==> config.mk <==
export PLATFORM = sky130hd
export DESIGN_NAME = crop_area_average_luma_downscaler
export DESIGN_NICKNAME = d
export VERILOG_FILES = /design/src/sv/cad_pkg.sv /design/src/sv/cad_front.sv /design/src/sv/cad_fifo.sv /design/src/sv/cad_back.sv /design/src/sv/crop_area_average_luma_downscaler.sv
export SDC_FILE = /design/constraint.sdc
export NUM_CORES = 2
export LEC_CHECK = 0
export BUFFER_PORTS_ARGS = -buffer_cell sky130_fd_sc_hd__buf_2
export CORE_ASPECT_RATIO = 0.6
export CORE_MARGIN = 5
export CORE_UTILIZATION = 31
export DETAILED_ROUTE_END_ITERATION = 10
export HOLD_SLACK_MARGIN = 0.08
export PLACE_DENSITY_LB_ADDON = 0.12
export SLEW_MARGIN = 20
export SYNTH_ARGS = -nofsm -noshare
export SYNTH_HDL_FRONTEND = slang
export SYNTH_SLANG_ARGS = --single-unit
export TNS_END_PERCENT = 100
==> constraint.sdc <==
create_clock -name clk_i -period 9.2 [get_ports clk_i]
set_input_delay 0.46 -clock clk_i [delete_from_list [all_inputs] [get_ports clk_i]]
set_output_delay 0.46 -clock clk_i [all_outputs]
set_load 0.1 [all_outputs]
==> src/sv/cad_pkg.sv <==
// Shared constants for the crop area-average luma downscaler.
`timescale 1ns / 1ps
package cad_pkg;

  localparam int DIM_W      = 12;
  localparam int CFG_IDX_W  = 2;
  localparam int CFG_DATA_W = 12;
  localparam int FMT_W      = 2;
  localparam int PIX_W      = 32;

  localparam int OUT_WIDTH_DEF  = 96;
  localparam int OUT_HEIGHT_DEF = 96;
  localparam int MAX_LINE_DEF   = 2048;

  // Register indexes on the configuration port
  localparam logic [CFG_IDX_W-1:0] REG_PIXEL_FORMAT = 2'd0;
  localparam logic [CFG_IDX_W-1:0] REG_FRAME_WIDTH  = 2'd1;
  localparam logic [CFG_IDX_W-1:0] REG_FRAME_HEIGHT = 2'd2;

  // Pixel formats; the unused code falls back to RGB565
  localparam logic [FMT_W-1:0] FMT_RGB565 = 2'd0;
  localparam logic [FMT_W-1:0] FMT_YUYV   = 2'd1;
  localparam logic [FMT_W-1:0] FMT_BGRX32 = 2'd2;

  localparam logic [FMT_W-1:0]      RST_FORMAT = FMT_RGB565;
  localparam logic [DIM_W-1:0]      RST_WIDTH  = 12'd320;
  localparam logic [DIM_W-1:0]      RST_HEIGHT = 12'd240;

  localparam logic [7:0] W_RED   = 8'd77;
  localparam logic [7:0] W_GREEN = 8'd150;
  localparam logic [7:0] W_BLUE  = 8'd29;

  localparam int EV_DEPTH = 4;

endpackage

==> src/sv/cad_front.sv <==
// Front end: config registers, crop setup, luma conversion, position tracking, row-run sums.
`timescale 1ns / 1ps
module cad_front import cad_pkg::*; #(
  parameter int OUT_WIDTH  = OUT_WIDTH_DEF,
  parameter int OUT_HEIGHT = OUT_HEIGHT_DEF,
  parameter int MAX_LINE   = MAX_LINE_DEF,
  parameter int EV_W       = 8
) (
  input  logic                  clk_i,
  input  logic                  rst_ni,
  input  logic                  cfg_we_i,
  input  logic [CFG_IDX_W-1:0]  cfg_idx_i,
  input  logic [CFG_DATA_W-1:0] cfg_data_i,
  input  logic                  pix_valid_i,
  output logic                  pix_ready_o,
  input  logic [PIX_W-1:0]      pix_word_i,
  input  logic                  pix_start_i,
  input  logic                  ev_full_i,
  output logic                  ev_push_o,
  output logic [EV_W-1:0]       ev_data_o
);

  localparam int XCW  = $clog2(OUT_WIDTH + 1);
  localparam int YCW  = $clog2(OUT_HEIGHT + 1);
  localparam int XW   = $clog2(OUT_WIDTH);
  localparam int YW   = $clog2(OUT_HEIGHT);
  localparam int BWW  = $clog2(MAX_LINE / OUT_WIDTH + 2);
  localparam int BHW  = $clog2(MAX_LINE / OUT_HEIGHT + 2);
  localparam int ACCW = 8 + BWW;
  localparam int RXW  = $clog2(OUT_WIDTH) + 1;
  localparam int RYW  = $clog2(OUT_HEIGHT) + 1;
  localparam int LO   = (OUT_WIDTH > OUT_HEIGHT) ? OUT_WIDTH : OUT_HEIGHT;
  localparam int EW   = DIM_W + 1;
  // reciprocals exact for every DIM_W-bit crop side
  localparam int RSW  = DIM_W + XW;
  localparam int RSH  = DIM_W + YW;
  localparam int PW   = 2 * DIM_W + 1;
  localparam logic [DIM_W:0] RCP_W = (DIM_W + 1)'(((1 << RSW) + OUT_WIDTH - 1) / OUT_WIDTH);
  localparam logic [DIM_W:0] RCP_H = (DIM_W + 1)'(((1 << RSH) + OUT_HEIGHT - 1) / OUT_HEIGHT);

  logic [FMT_W-1:0] fmt_q;
  logic [DIM_W-1:0] fw_q, fh_q;

  logic [DIM_W-1:0] sc_q, sr_q, nre_q, nce_q, cs_q;
  logic [YCW-1:0]   dr_q;
  logic [XCW-1:0]   dc_q;
  logic [BHW-1:0]   bc_q;
  logic [RYW-1:0]   rre_q;
  logic [RXW-1:0]   rce_q;
  logic [ACCW-1:0]  acc_q;
  logic [DIM_W-1:0] q0w_q, q0h_q;
  logic [RXW-1:0]   r0w_q;
  logic [RYW-1:0]   r0h_q;
  logic             setup_q, pend_q;

  logic [DIM_W-1:0] w_eff, h_eff, crop, x0;

  function automatic logic [DIM_W-1:0] clamp_dim(input logic [DIM_W-1:0] v);
    logic [EW-1:0] ve;
    ve = {1'b0, v};
    if (ve < EW'(LO)) return DIM_W'(LO);
    else if (ve > EW'(MAX_LINE)) return DIM_W'(MAX_LINE);
    else return v;
  endfunction

  always_comb begin
    w_eff = clamp_dim(fw_q);
    h_eff = clamp_dim(fh_q);
    crop  = (h_eff < w_eff) ? h_eff : w_eff;
    x0    = (w_eff - crop) >> 1;
  end

  // Setup: crop / OUT_WIDTH and crop / OUT_HEIGHT by reciprocal multiply, plus remainders
  logic [PW-1:0]    pw, ph;
  logic [RXW-1:0]   nr_w;
  logic [RYW-1:0]   nr_h;
  logic [DIM_W-1:0] nq_w, nq_h;

  always_comb begin
    pw   = PW'(crop) * PW'(RCP_W);
    ph   = PW'(crop) * PW'(RCP_H);
    nq_w = DIM_W'(pw >> RSW);
    nq_h = DIM_W'(ph >> RSH);
    nr_w = RXW'(crop - DIM_W'(nq_w * DIM_W'(OUT_WIDTH)));
    nr_h = RYW'(crop - DIM_W'(nq_h * DIM_W'(OUT_HEIGHT)));
  end

  // Luma
  logic [7:0]  r8, g8, b8, luma;
  logic [17:0] lsum;

  always_comb begin
    b8 = pix_word_i[7:0];
    g8 = pix_word_i[15:8];
    r8 = pix_word_i[23:16];
    if (fmt_q != FMT_BGRX32) begin
      r8 = {pix_word_i[15:11], 3'b000};
      g8 = {pix_word_i[10:5], 2'b00};
      b8 = {pix_word_i[4:0], 3'b000};
    end
    lsum = 18'(r8 * W_RED) + 18'(g8 * W_GREEN) + 18'(b8 * W_BLUE);
    luma = (fmt_q == FMT_YUYV) ? pix_word_i[7:0] : lsum[15:8];
  end

  // Position tracking for one pixel
  logic accept, fs;
  logic [DIM_W-1:0] c_sc, c_sr, c_nre, c_nce, c_cs;
  logic [YCW-1:0]   c_dr;
  logic [XCW-1:0]   c_dc;
  logic [BHW-1:0]   c_bc;
  logic [RYW-1:0]   c_rre;
  logic [RXW-1:0]   c_rce;
  logic [ACCW-1:0]  c_acc, box_sum;
  logic [DIM_W-1:0] n_sc, n_sr, n_nre, n_nce, n_cs;
  logic [YCW-1:0]   n_dr;
  logic [XCW-1:0]   n_dc;
  logic [BHW-1:0]   n_bc;
  logic [RYW-1:0]   n_rre;
  logic [RXW-1:0]   n_rce;
  logic [ACCW-1:0]  n_acc;
  logic [RXW:0]     s_rc;
  logic [RYW:0]     s_rr;
  logic             wrap_c, wrap_r, inbox, hit, band, push;
  logic [BWW-1:0]   bw;
  logic [BHW-1:0]   bh;

  assign fs          = pix_start_i;
  assign pix_ready_o = !setup_q && !ev_full_i;
  assign accept      = pix_valid_i && pix_ready_o;

  always_comb begin
    c_sc  = fs ? '0 : sc_q;
    c_sr  = fs ? '0 : sr_q;
    c_dr  = fs ? '0 : dr_q;
    c_dc  = fs ? '0 : dc_q;
    c_bc  = fs ? '0 : bc_q;
    c_nre = fs ? q0h_q : nre_q;
    c_rre = fs ? r0h_q : rre_q;
    c_nce = fs ? q0w_q : nce_q;
    c_rce = fs ? r0w_q : rce_q;
    c_cs  = fs ? '0 : cs_q;
    c_acc = fs ? '0 : acc_q;

    s_rc   = {1'b0, c_rce} + {1'b0, r0w_q};
    wrap_c = (s_rc >= (RXW + 1)'(OUT_WIDTH));
    s_rr   = {1'b0, c_rre} + {1'b0, r0h_q};
    wrap_r = (s_rr >= (RYW + 1)'(OUT_HEIGHT));

    inbox = (c_dr < YCW'(OUT_HEIGHT)) && (c_dc < XCW'(OUT_WIDTH)) &&
            (c_sc >= x0) && ({1'b0, c_sc} < ({1'b0, x0} + {1'b0, crop}));
    hit   = ({1'b0, c_sc} + EW'(1)) == ({1'b0, c_nce} + {1'b0, x0});
    band  = ({1'b0, c_sr} + EW'(1)) == {1'b0, c_nre};
    box_sum = c_acc + ACCW'(luma);
    bw    = BWW'(c_nce - c_cs);
    bh    = BHW'(c_bc + BHW'(1));

    n_sc = c_sc; n_sr = c_sr; n_dr = c_dr; n_dc = c_dc; n_bc = c_bc;
    n_nre = c_nre; n_rre = c_rre; n_nce = c_nce; n_rce = c_rce;
    n_cs = c_cs; n_acc = c_acc;
    push = 1'b0;

    if (c_sr < h_eff) begin
      if (inbox) begin
        if (hit) begin
          push  = 1'b1;
          n_acc = '0;
          n_dc  = c_dc + XCW'(1);
          n_cs  = c_nce;
          n_nce = c_nce + q0w_q + DIM_W'(wrap_c);
          n_rce = wrap_c ? RXW'(s_rc - (RXW + 1)'(OUT_WIDTH)) : RXW'(s_rc);
        end else begin
          n_acc = box_sum;
        end
      end
      if (({1'b0, c_sc} + EW'(1)) >= {1'b0, w_eff}) begin
        n_sc  = '0;
        n_dc  = '0;
        n_nce = q0w_q;
        n_rce = r0w_q;
        n_cs  = '0;
        n_acc = '0;
        if (c_dr < YCW'(OUT_HEIGHT)) begin
          if (band) begin
            n_dr  = c_dr + YCW'(1);
            n_bc  = '0;
            n_nre = c_nre + q0h_q + DIM_W'(wrap_r);
            n_rre = wrap_r ? RYW'(s_rr - (RYW + 1)'(OUT_HEIGHT)) : RYW'(s_rr);
          end else begin
            n_bc = c_bc + BHW'(1);
          end
        end
        n_sr = c_sr + DIM_W'(1);
      end else begin
        n_sc = c_sc + DIM_W'(1);
      end
    end
  end

  assign ev_push_o = accept && push;
  // event: col, row, row-run sum, box width, box height, band end, clear sums
  assign ev_data_o = {(pend_q || fs), band, bh, bw, box_sum,
                      c_dr[YW-1:0], c_dc[XW-1:0]};

  always_ff @(posedge clk_i or negedge rst_ni) begin
    if (!rst_ni) begin
      fmt_q   <= RST_FORMAT;
      fw_q    <= RST_WIDTH;
      fh_q    <= RST_HEIGHT;
      setup_q <= 1'b1;
      q0w_q   <= '0;
      q0h_q   <= '0;
      r0w_q   <= '0;
      r0h_q   <= '0;
      pend_q  <= 1'b1;
      sc_q    <= '0;
      sr_q    <= '0;
      dr_q    <= '0;
      dc_q    <= '0;
      bc_q    <= '0;
      nre_q   <= '0;
      rre_q   <= '0;
      nce_q   <= '0;
      rce_q   <= '0;
      cs_q    <= '0;
      acc_q   <= '0;
    end else begin
      if (cfg_we_i && (cfg_idx_i == REG_PIXEL_FORMAT || cfg_idx_i == REG_FRAME_WIDTH ||
                       cfg_idx_i == REG_FRAME_HEIGHT)) begin
        case (cfg_idx_i)
          REG_PIXEL_FORMAT: fmt_q <= cfg_data_i[FMT_W-1:0];
          REG_FRAME_WIDTH:  fw_q  <= cfg_data_i[DIM_W-1:0];
          REG_FRAME_HEIGHT: fh_q  <= cfg_data_i[DIM_W-1:0];
          default:          fmt_q <= fmt_q;
        endcase
        setup_q <= 1'b1;
      end else if (setup_q) begin
        // frame restart with the fresh edge steps
        setup_q <= 1'b0;
        q0w_q   <= nq_w;
        q0h_q   <= nq_h;
        r0w_q   <= nr_w;
        r0h_q   <= nr_h;
        pend_q  <= 1'b1;
        sc_q    <= '0;
        sr_q    <= '0;
        dr_q    <= '0;
        dc_q    <= '0;
        bc_q    <= '0;
        nre_q   <= nq_h;
        rre_q   <= nr_h;
        nce_q   <= nq_w;
        rce_q   <= nr_w;
        cs_q    <= '0;
        acc_q   <= '0;
      end else if (accept) begin
        sc_q  <= n_sc;
        sr_q  <= n_sr;
        dr_q  <= n_dr;
        dc_q  <= n_dc;
        bc_q  <= n_bc;
        nre_q <= n_nre;
        rre_q <= n_rre;
        nce_q <= n_nce;
        rce_q <= n_rce;
        cs_q  <= n_cs;
        acc_q <= n_acc;
        if (push) pend_q <= 1'b0;
        else if (fs) pend_q <= 1'b1;
      end
    end
  end

endmodule

==> src/sv/cad_fifo.sv <==
// Small event queue between the front and back ends.
`timescale 1ns / 1ps
module cad_fifo #(
  parameter int W     = 8,
  parameter int DEPTH = 4
) (
  input  logic         clk_i,
  input  logic         rst_ni,
  input  logic         push_i,
  input  logic [W-1:0] data_i,
  output logic         full_o,
  input  logic         pop_i,
  output logic [W-1:0] data_o,
  output logic         empty_o
);

  localparam int AW = $clog2(DEPTH);
  localparam int CW = $clog2(DEPTH + 1);

  logic [W-1:0]  mem_q [DEPTH];
  logic [AW-1:0] wp_q, rp_q;
  logic [CW-1:0] cnt_q;

  assign full_o  = (cnt_q == CW'(DEPTH));
  assign empty_o = (cnt_q == '0);
  assign data_o  = mem_q[rp_q];

  always_ff @(posedge clk_i) begin
    if (push_i) mem_q[wp_q] <= data_i;
  end

  always_ff @(posedge clk_i or negedge rst_ni) begin
    if (!rst_ni) begin
      wp_q  <= '0;
      rp_q  <= '0;
      cnt_q <= '0;
    end else begin
      if (push_i) wp_q <= (wp_q == AW'(DEPTH - 1)) ? '0 : wp_q + AW'(1);
      if (pop_i)  rp_q <= (rp_q == AW'(DEPTH - 1)) ? '0 : rp_q + AW'(1);
      cnt_q <= cnt_q + CW'(push_i) - CW'(pop_i);
    end
  end

endmodule

==> src/sv/cad_back.sv <==
// Back end: column sum memory, box area, serial divider and output register.
`timescale 1ns / 1ps
module cad_back import cad_pkg::*; #(
  parameter int OUT_WIDTH  = OUT_WIDTH_DEF,
  parameter int OUT_HEIGHT = OUT_HEIGHT_DEF,
  parameter int MAX_LINE   = MAX_LINE_DEF,
  parameter int EV_W       = 8
) (
  input  logic                           clk_i,
  input  logic                           rst_ni,
  input  logic                           ev_empty_i,
  input  logic [EV_W-1:0]                ev_data_i,
  output logic                           ev_pop_o,
  output logic                           out_valid_o,
  input  logic                           out_ready_i,
  output logic [7:0]                     gray_o,
  output logic [$clog2(OUT_WIDTH)-1:0]   out_x_o,
  output logic [$clog2(OUT_HEIGHT)-1:0]  out_y_o,
  output logic                           frame_done_o
);

  localparam int XW    = $clog2(OUT_WIDTH);
  localparam int YW    = $clog2(OUT_HEIGHT);
  localparam int BWW   = $clog2(MAX_LINE / OUT_WIDTH + 2);
  localparam int BHW   = $clog2(MAX_LINE / OUT_HEIGHT + 2);
  localparam int ACCW  = 8 + BWW;
  localparam int AREAW = BWW + BHW;
  localparam int SUMW  = 8 + AREAW;
  localparam int DCW   = $clog2(SUMW + 1);

  typedef enum logic [1:0] {S_IDLE, S_ADD, S_DIV, S_OUT} state_e;

  state_e            state_q;
  logic [XW-1:0]     col_q;
  logic [YW-1:0]     row_q;
  logic              band_q;
  logic [ACCW-1:0]   run_q;
  logic [BWW-1:0]    bw_q;
  logic [BHW-1:0]    bh_q;
  logic [SUMW-1:0]   rd_q, quo_q;
  logic [AREAW-1:0]  area_q, rem_q;
  logic [DCW-1:0]    dcnt_q;
  logic [OUT_WIDTH-1:0] vld_q;
  logic [SUMW-1:0]   mem [OUT_WIDTH];

  // event fields, lowest first
  logic [XW-1:0]   e_col;
  logic [YW-1:0]   e_row;
  logic [ACCW-1:0] e_run;
  logic [BWW-1:0]  e_bw;
  logic [BHW-1:0]  e_bh;
  logic            e_band, e_clr;

  assign {e_clr, e_band, e_bh, e_bw, e_run, e_row, e_col} = ev_data_i;

  logic [SUMW-1:0]  tot;
  logic [AREAW:0]   trial;
  logic             qbit;
  logic             mem_we;

  always_comb begin
    tot    = (vld_q[col_q] ? rd_q : '0) + SUMW'(run_q);
    trial  = {rem_q, quo_q[SUMW-1]};
    qbit   = (trial >= {1'b0, area_q});
    mem_we = (state_q == S_ADD) && !band_q;
  end

  assign ev_pop_o     = (state_q == S_IDLE) && !ev_empty_i;
  assign out_valid_o  = (state_q == S_OUT);
  assign gray_o       = quo_q[7:0];
  assign out_x_o      = col_q;
  assign out_y_o      = row_q;
  assign frame_done_o = (col_q == XW'(OUT_WIDTH - 1)) && (row_q == YW'(OUT_HEIGHT - 1));

  always_ff @(posedge clk_i) begin
    if (mem_we) mem[col_q] <= tot;
    rd_q <= mem[e_col];
  end

  always_ff @(posedge clk_i or negedge rst_ni) begin
    if (!rst_ni) begin
      state_q <= S_IDLE;
      vld_q   <= '0;
      col_q   <= '0;
      row_q   <= '0;
      band_q  <= 1'b0;
      run_q   <= '0;
      bw_q    <= '0;
      bh_q    <= '0;
      quo_q   <= '0;
      area_q  <= '0;
      rem_q   <= '0;
      dcnt_q  <= '0;
    end else begin
      case (state_q)
        S_IDLE: begin
          if (!ev_empty_i) begin
            if (e_clr) vld_q <= '0;
            col_q   <= e_col;
            row_q   <= e_row;
            band_q  <= e_band;
            run_q   <= e_run;
            bw_q    <= e_bw;
            bh_q    <= e_bh;
            state_q <= S_ADD;
          end
        end
        S_ADD: begin
          if (band_q) begin
            // box done: its sum leaves, the column starts over
            vld_q[col_q] <= 1'b0;
            quo_q   <= tot;
            area_q  <= AREAW'(bw_q * bh_q);
            rem_q   <= '0;
            dcnt_q  <= '0;
            state_q <= S_DIV;
          end else begin
            vld_q[col_q] <= 1'b1;
            state_q <= S_IDLE;
          end
        end
        S_DIV: begin
          rem_q  <= qbit ? AREAW'(trial - {1'b0, area_q}) : AREAW'(trial);
          quo_q  <= {quo_q[SUMW-2:0], qbit};
          dcnt_q <= dcnt_q + DCW'(1);
          if (dcnt_q == DCW'(SUMW - 1)) state_q <= S_OUT;
        end
        S_OUT: begin
          if (out_ready_i) state_q <= S_IDLE;
        end
        default: state_q <= S_IDLE;
      endcase
    end
  end

endmodule

==> src/sv/crop_area_average_luma_downscaler.sv <==
// Throughput: one pixel per cycle while the event queue has room and no crop setup runs. Each
// box-row end passes through the back end's column sum memory port; each finished box also runs
// the serial divider over SUMW quotient bits (SUMW = 8 + box width bits + box height bits, 18
// at the defaults) before its result is offered.
// Reset (async, low) and every register write run a crop step setup with s_axis_tready low,
// then restart the frame position and treat all column sums as zero.
`timescale 1ns / 1ps
module crop_area_average_luma_downscaler import cad_pkg::*; #(
  parameter int OUT_WIDTH  = OUT_WIDTH_DEF,
  parameter int OUT_HEIGHT = OUT_HEIGHT_DEF,
  parameter int MAX_LINE   = MAX_LINE_DEF
) (
  input  logic                  clk_i,
  input  logic                  rst_ni,
  input  logic                  cfg_we_i,
  input  logic [CFG_IDX_W-1:0]  cfg_idx_i,
  input  logic [CFG_DATA_W-1:0] cfg_data_i,
  input  logic                  s_axis_tvalid,
  output logic                  s_axis_tready,
  input  logic [PIX_W-1:0]      s_axis_tdata,   // pixel_word
  input  logic                  s_axis_tuser,   // frame_start
  output logic                  m_axis_tvalid,
  input  logic                  m_axis_tready,
  // gray, out_x, out_y, zero fill
  output logic [((8 + $clog2(OUT_WIDTH) + $clog2(OUT_HEIGHT) + 7) / 8) * 8 - 1:0] m_axis_tdata,
  output logic                  m_axis_tlast    // frame_done
);

  localparam int XW    = $clog2(OUT_WIDTH);
  localparam int YW    = $clog2(OUT_HEIGHT);
  localparam int BWW   = $clog2(MAX_LINE / OUT_WIDTH + 2);
  localparam int BHW   = $clog2(MAX_LINE / OUT_HEIGHT + 2);
  localparam int ACCW  = 8 + BWW;
  localparam int EV_W  = XW + YW + ACCW + BWW + BHW + 2;
  localparam int OD_W  = 8 + XW + YW;
  localparam int TD_W  = ((OD_W + 7) / 8) * 8;

  logic            ev_push, ev_full, ev_pop, ev_empty;
  logic [EV_W-1:0] ev_wdata, ev_rdata;
  logic [7:0]      gray;
  logic [XW-1:0]   out_x;
  logic [YW-1:0]   out_y;

  cad_front #(
    .OUT_WIDTH(OUT_WIDTH), .OUT_HEIGHT(OUT_HEIGHT), .MAX_LINE(MAX_LINE), .EV_W(EV_W)
  ) u_front (
    .clk_i       (clk_i),
    .rst_ni      (rst_ni),
    .cfg_we_i    (cfg_we_i),
    .cfg_idx_i   (cfg_idx_i),
    .cfg_data_i  (cfg_data_i),
    .pix_valid_i (s_axis_tvalid),
    .pix_ready_o (s_axis_tready),
    .pix_word_i  (s_axis_tdata),
    .pix_start_i (s_axis_tuser),
    .ev_full_i   (ev_full),
    .ev_push_o   (ev_push),
    .ev_data_o   (ev_wdata)
  );

  cad_fifo #(.W(EV_W), .DEPTH(EV_DEPTH)) u_fifo (
    .clk_i   (clk_i),
    .rst_ni  (rst_ni),
    .push_i  (ev_push),
    .data_i  (ev_wdata),
    .full_o  (ev_full),
    .pop_i   (ev_pop),
    .data_o  (ev_rdata),
    .empty_o (ev_empty)
  );

  cad_back #(
    .OUT_WIDTH(OUT_WIDTH), .OUT_HEIGHT(OUT_HEIGHT), .MAX_LINE(MAX_LINE), .EV_W(EV_W)
  ) u_back (
    .clk_i        (clk_i),
    .rst_ni       (rst_ni),
    .ev_empty_i   (ev_empty),
    .ev_data_i    (ev_rdata),
    .ev_pop_o     (ev_pop),
    .out_valid_o  (m_axis_tvalid),
    .out_ready_i  (m_axis_tready),
    .gray_o       (gray),
    .out_x_o      (out_x),
    .out_y_o      (out_y),
    .frame_done_o (m_axis_tlast)
  );

  assign m_axis_tdata = TD_W'({out_y, out_x, gray});

  a_no_push_full: assert property (@(posedge clk_i) disable iff (!rst_ni)
    ev_push |-> !ev_full)
    else $error("event pushed into a full queue");

  a_cfg_stalls: assert property (@(posedge clk_i) disable iff (!rst_ni)
    (cfg_we_i && (cfg_idx_i == REG_PIXEL_FORMAT || cfg_idx_i == REG_FRAME_WIDTH ||
                  cfg_idx_i == REG_FRAME_HEIGHT)) |=> !s_axis_tready)
    else $error("pixel taken during crop setup");

  a_last_corner: assert property (@(posedge clk_i) disable iff (!rst_ni)
    (m_axis_tvalid && m_axis_tlast) |->
      (out_x == XW'(OUT_WIDTH - 1) && out_y == YW'(OUT_HEIGHT - 1)))
    else $error("frame end flagged off the last box");

  a_pop_nonempty: assert property (@(posedge clk_i) disable iff (!rst_ni)
    ev_pop |-> !ev_empty && !m_axis_tvalid)
    else $error("back end popped while busy or queue empty");

endmodule

==> metrics.txt <==
critical path launch point type flop; Initial DRC Count between 6000 and 7000; clock power share about a fifth; die width ~750 µm; Sw Pwr about 20 mW; post-synthesis adder-cell area fraction under 10%; Initial Util a little under a third; CP max stage delay about 540 ps; DRT Pass-1 Iters 6; Maximum Capacitance Violations 0; Post-synth EDFFs between 1500 and 2000; Tightest Pin Transition about 1200 ps; Worst EP arrival roughly 9600 ps; Post-Syn Area between 100000 and 150000 µm²; crit path kind reg2reg; Root Buffer clkbuf_16; share of power burned in registers between 30% and 40%; port buffer count 68; Final WS setup 295 ps; CTS max path bufs 4; CP required slightly below 10000 ps; critical-path maximum fanout 4; DR vias around 60000; worst rel slew slack 17.7%; H-tree depth 4; Top delay family on crit path compound AO/OA/AOI/OAI gates; synth top area cells edfxtp_1, mux4_2, dfrtp_1; chip height 455 µm; largest net degree at the start of global routing around 140; Via density about 5.2; Synth Area per Inst between 15 and 20 µm²; synthesized instance count around 6600; Hold Path Class in2async; post-synthesis mux area share approximately 13%; CTS Buf Count around 230; PwrDens around 400 nW/µm²; area share of the largest cell type after synthesis a little under three fifths; vias in the first global route about 60000; Synth async-reset ratio between 10% and 20%; CTS tree built; Max Transition Viols Final 0; Power Total a little under 50 mW; flops & latches, synth between 2000 and 2500; status completed; Final Core Density approximately 36%; GR Overflow Total 0; Post-synth top flop edfxtp_1; Tcrit/Tclk final between 90% and 100%; Syn-to-layout area delta 16.7%; hpwl dp 210000 µm; P_leak roughly 43 nW; DIE AREA about 340000 µm²; DRC Markers 0; sequential cell area fraction in the yosys report approximately 64%; Setup Skew approximately 130 ps; Worst-path clk slew around 60 ps; antenna-violating nets left 0; CTS sink count approximately 2200; initial antenna violation count 30; cell mode on critical path ha_4; I/O pin count between 70 and 80; Fill cells about 31000; top-count cell post-synth edfxtp_1; yosys warns 0; internal power 29.2 mW; Synth Area in Simple Gates approximately 5.1%; share of layout cells above drive strength 1 23.7%; Synth area leader edfxtp_1; Skew-Pair Late Insertion Delay between 900 and 1000 ps; Max VDD drop roughly 650 µV; GP Congestion 0.836; setup_tns 0 ps; core area roughly 330000 µm²; Final min period 8910 ps; Max Clk Rate approximately 110 MHz; synth cell count leaders edfxtp_1, mux4_2, o21ai_0; final setup fails 0; global-route wire length before repair 456000 µm; CP endpoint kind flop; RSZ-0062 raised after global routing true; GRT Total Usage 18.6%; Hold Vio Cnt, Final 0; nets ~7500; Post-Synth XOR/XNOR Area 1.41%; Crit path buffers/inverters 5; Combinational Power Share between 40% and 50%; switch share approximately two fifths; slowest cell on the critical path or4_4; pre-CTS WS -465 ps; wire per inst around 28 µm; Compound-Gate Fraction of Synth Area between 7 and 8%; Synth cell types a little over 90; total wire length 322000 µm; largest family of logic cells by synthesized area multiplexers; Rows approximately 160
[path summary, 6_finish.rpt]
check                                          endpoint  slack (ps)                    startpoint  cells past startpoint
max                           u_fifo.cnt_q[2]$_DFF_PN0_         290   u_front.fh_q[9]$_DFFE_PN0P_                     43
min                        u_front.fh_q[11]$_DFFE_PN0P_         150                        rst_ni                      2
max reg2reg                   u_fifo.cnt_q[2]$_DFF_PN0_         290   u_front.fh_q[9]$_DFFE_PN0P_                     43
min reg2reg                u_front.acc_q[6]$_DFFE_PN0P_         460  u_front.acc_q[6]$_DFFE_PN0P_                      2
max in group asynchronous   u_back.rem_q[8]$_DFFE_PN0P_        7730                        rst_ni                      3
min in group clk_i           u_front.pend_q$_DFFE_PN1P_         260                  s_axis_tuser                      3
[registers in the layout, indices dropped and copies added, names as in the netlist, 10 cells and up, named ones only]
register and flops:
u_back.area_q 10, u_back.mem 1728, u_back.quo_q 18, u_back.rd_q 18, u_back.rem_q 10, u_back.run_q 13, u_back.vld_q 96, u_fifo.mem_q 156
u_front.acc_q 13, u_front.fh_q 12, u_front.fw_q 12, u_front.nce_q 12, u_front.nre_q 12, u_front.sc_q 12, u_front.sr_q 12
[cell usage in the layout, fill, tap and decap left out, drive strengths merged, types with 15 or more instances in the layout]
cell,n
a211oi,145
a21boi,16
a21o,47
a21oi,357
a221oi,19
a22o,34
a22oi,52
a31oi,15
and2,45
and3,16
buf,513
bufinv,26
clkbuf,287
clkinv,75
clkinvlp,16
dfrtp,321
dfxtp,18
dlygate4sd3,18
edfxtp,1884
fa,120
ha,342
inv,360
mux2,117
mux2i,123
mux4,471
nand2,283
nand2b,34
nand3,91
nand4,32
nor2,284
nor2b,161
nor3,45
o211ai,34
o21a,20
o21ai,412
o21bai,21
o31ai,20
or3,17
xnor2,110
xor2,53
[layout make-up]
cell class | count | area [µm²] | area share [%]
clock inverter | 122 | 1370 | 1.15
multi-input combinational | 3668 | 35400 | 29.7
antenna | 11 | 27.5 | 0.0231
timing repair buffer | 531 | 4270 | 3.59
clock buffer | 287 | 6060 | 5.08
inverter | 355 | 1340 | 1.12
sequential | 2231 | 65200 | 54.7
tap | 4372 | 5470 | 4.59
[power by group through the flow]
stage	logic (mW)	registers [mW]	clock network, mW
after floorplan	13.6	16.8	0
after global placement	22.8	16.4	0
after detailed placement	23.1	16.4	0
after CTS	23.3	16.2	9.71
after global routing	25.9	16.2	10.1
final	23.3	16.2	9.44
[logic make-up after synthesis]
kind of cell	after synthesis
AOI/OAI and AO/OA	1256
xor gates and xnor gates	163
adders and majority gates	466
buffers and inverters	717
DFF	2231
muxes	711
other	1
and+or+nand+nor	1070
[timing repair]
item,CTS,global route
gates resized for setup,10,99
endpoints found under the setup margin,109,225
setup buffers,8,17
endpoints found under the hold margin,85,0
hold buffers,18,0
pin swaps,11,42
[metal layers]
metal  vias up  GRT usage, %  part of all wire [%]
met3       341          5.37                   9.0
met1     31700          30.8                    52
met2      2013          23.1                    37
met5         -             0                0.0072
met4         4          3.77                   2.0
li1      26300             -                     -
[per-stage QoR]
step / instances / hold WS [ps] / area, µm²
floorplan: 6616 / 164 / 102000
global placement: 11100 / 436 / 111000
detailed placement: 11100 / 440 / 111000
CTS: 11500 / 91.3 / 118000
global route: 11600 / 154 / 119000
finish: 11600 / 154 / 119000
Note: power is estimated with default switching activity, not from simulation.
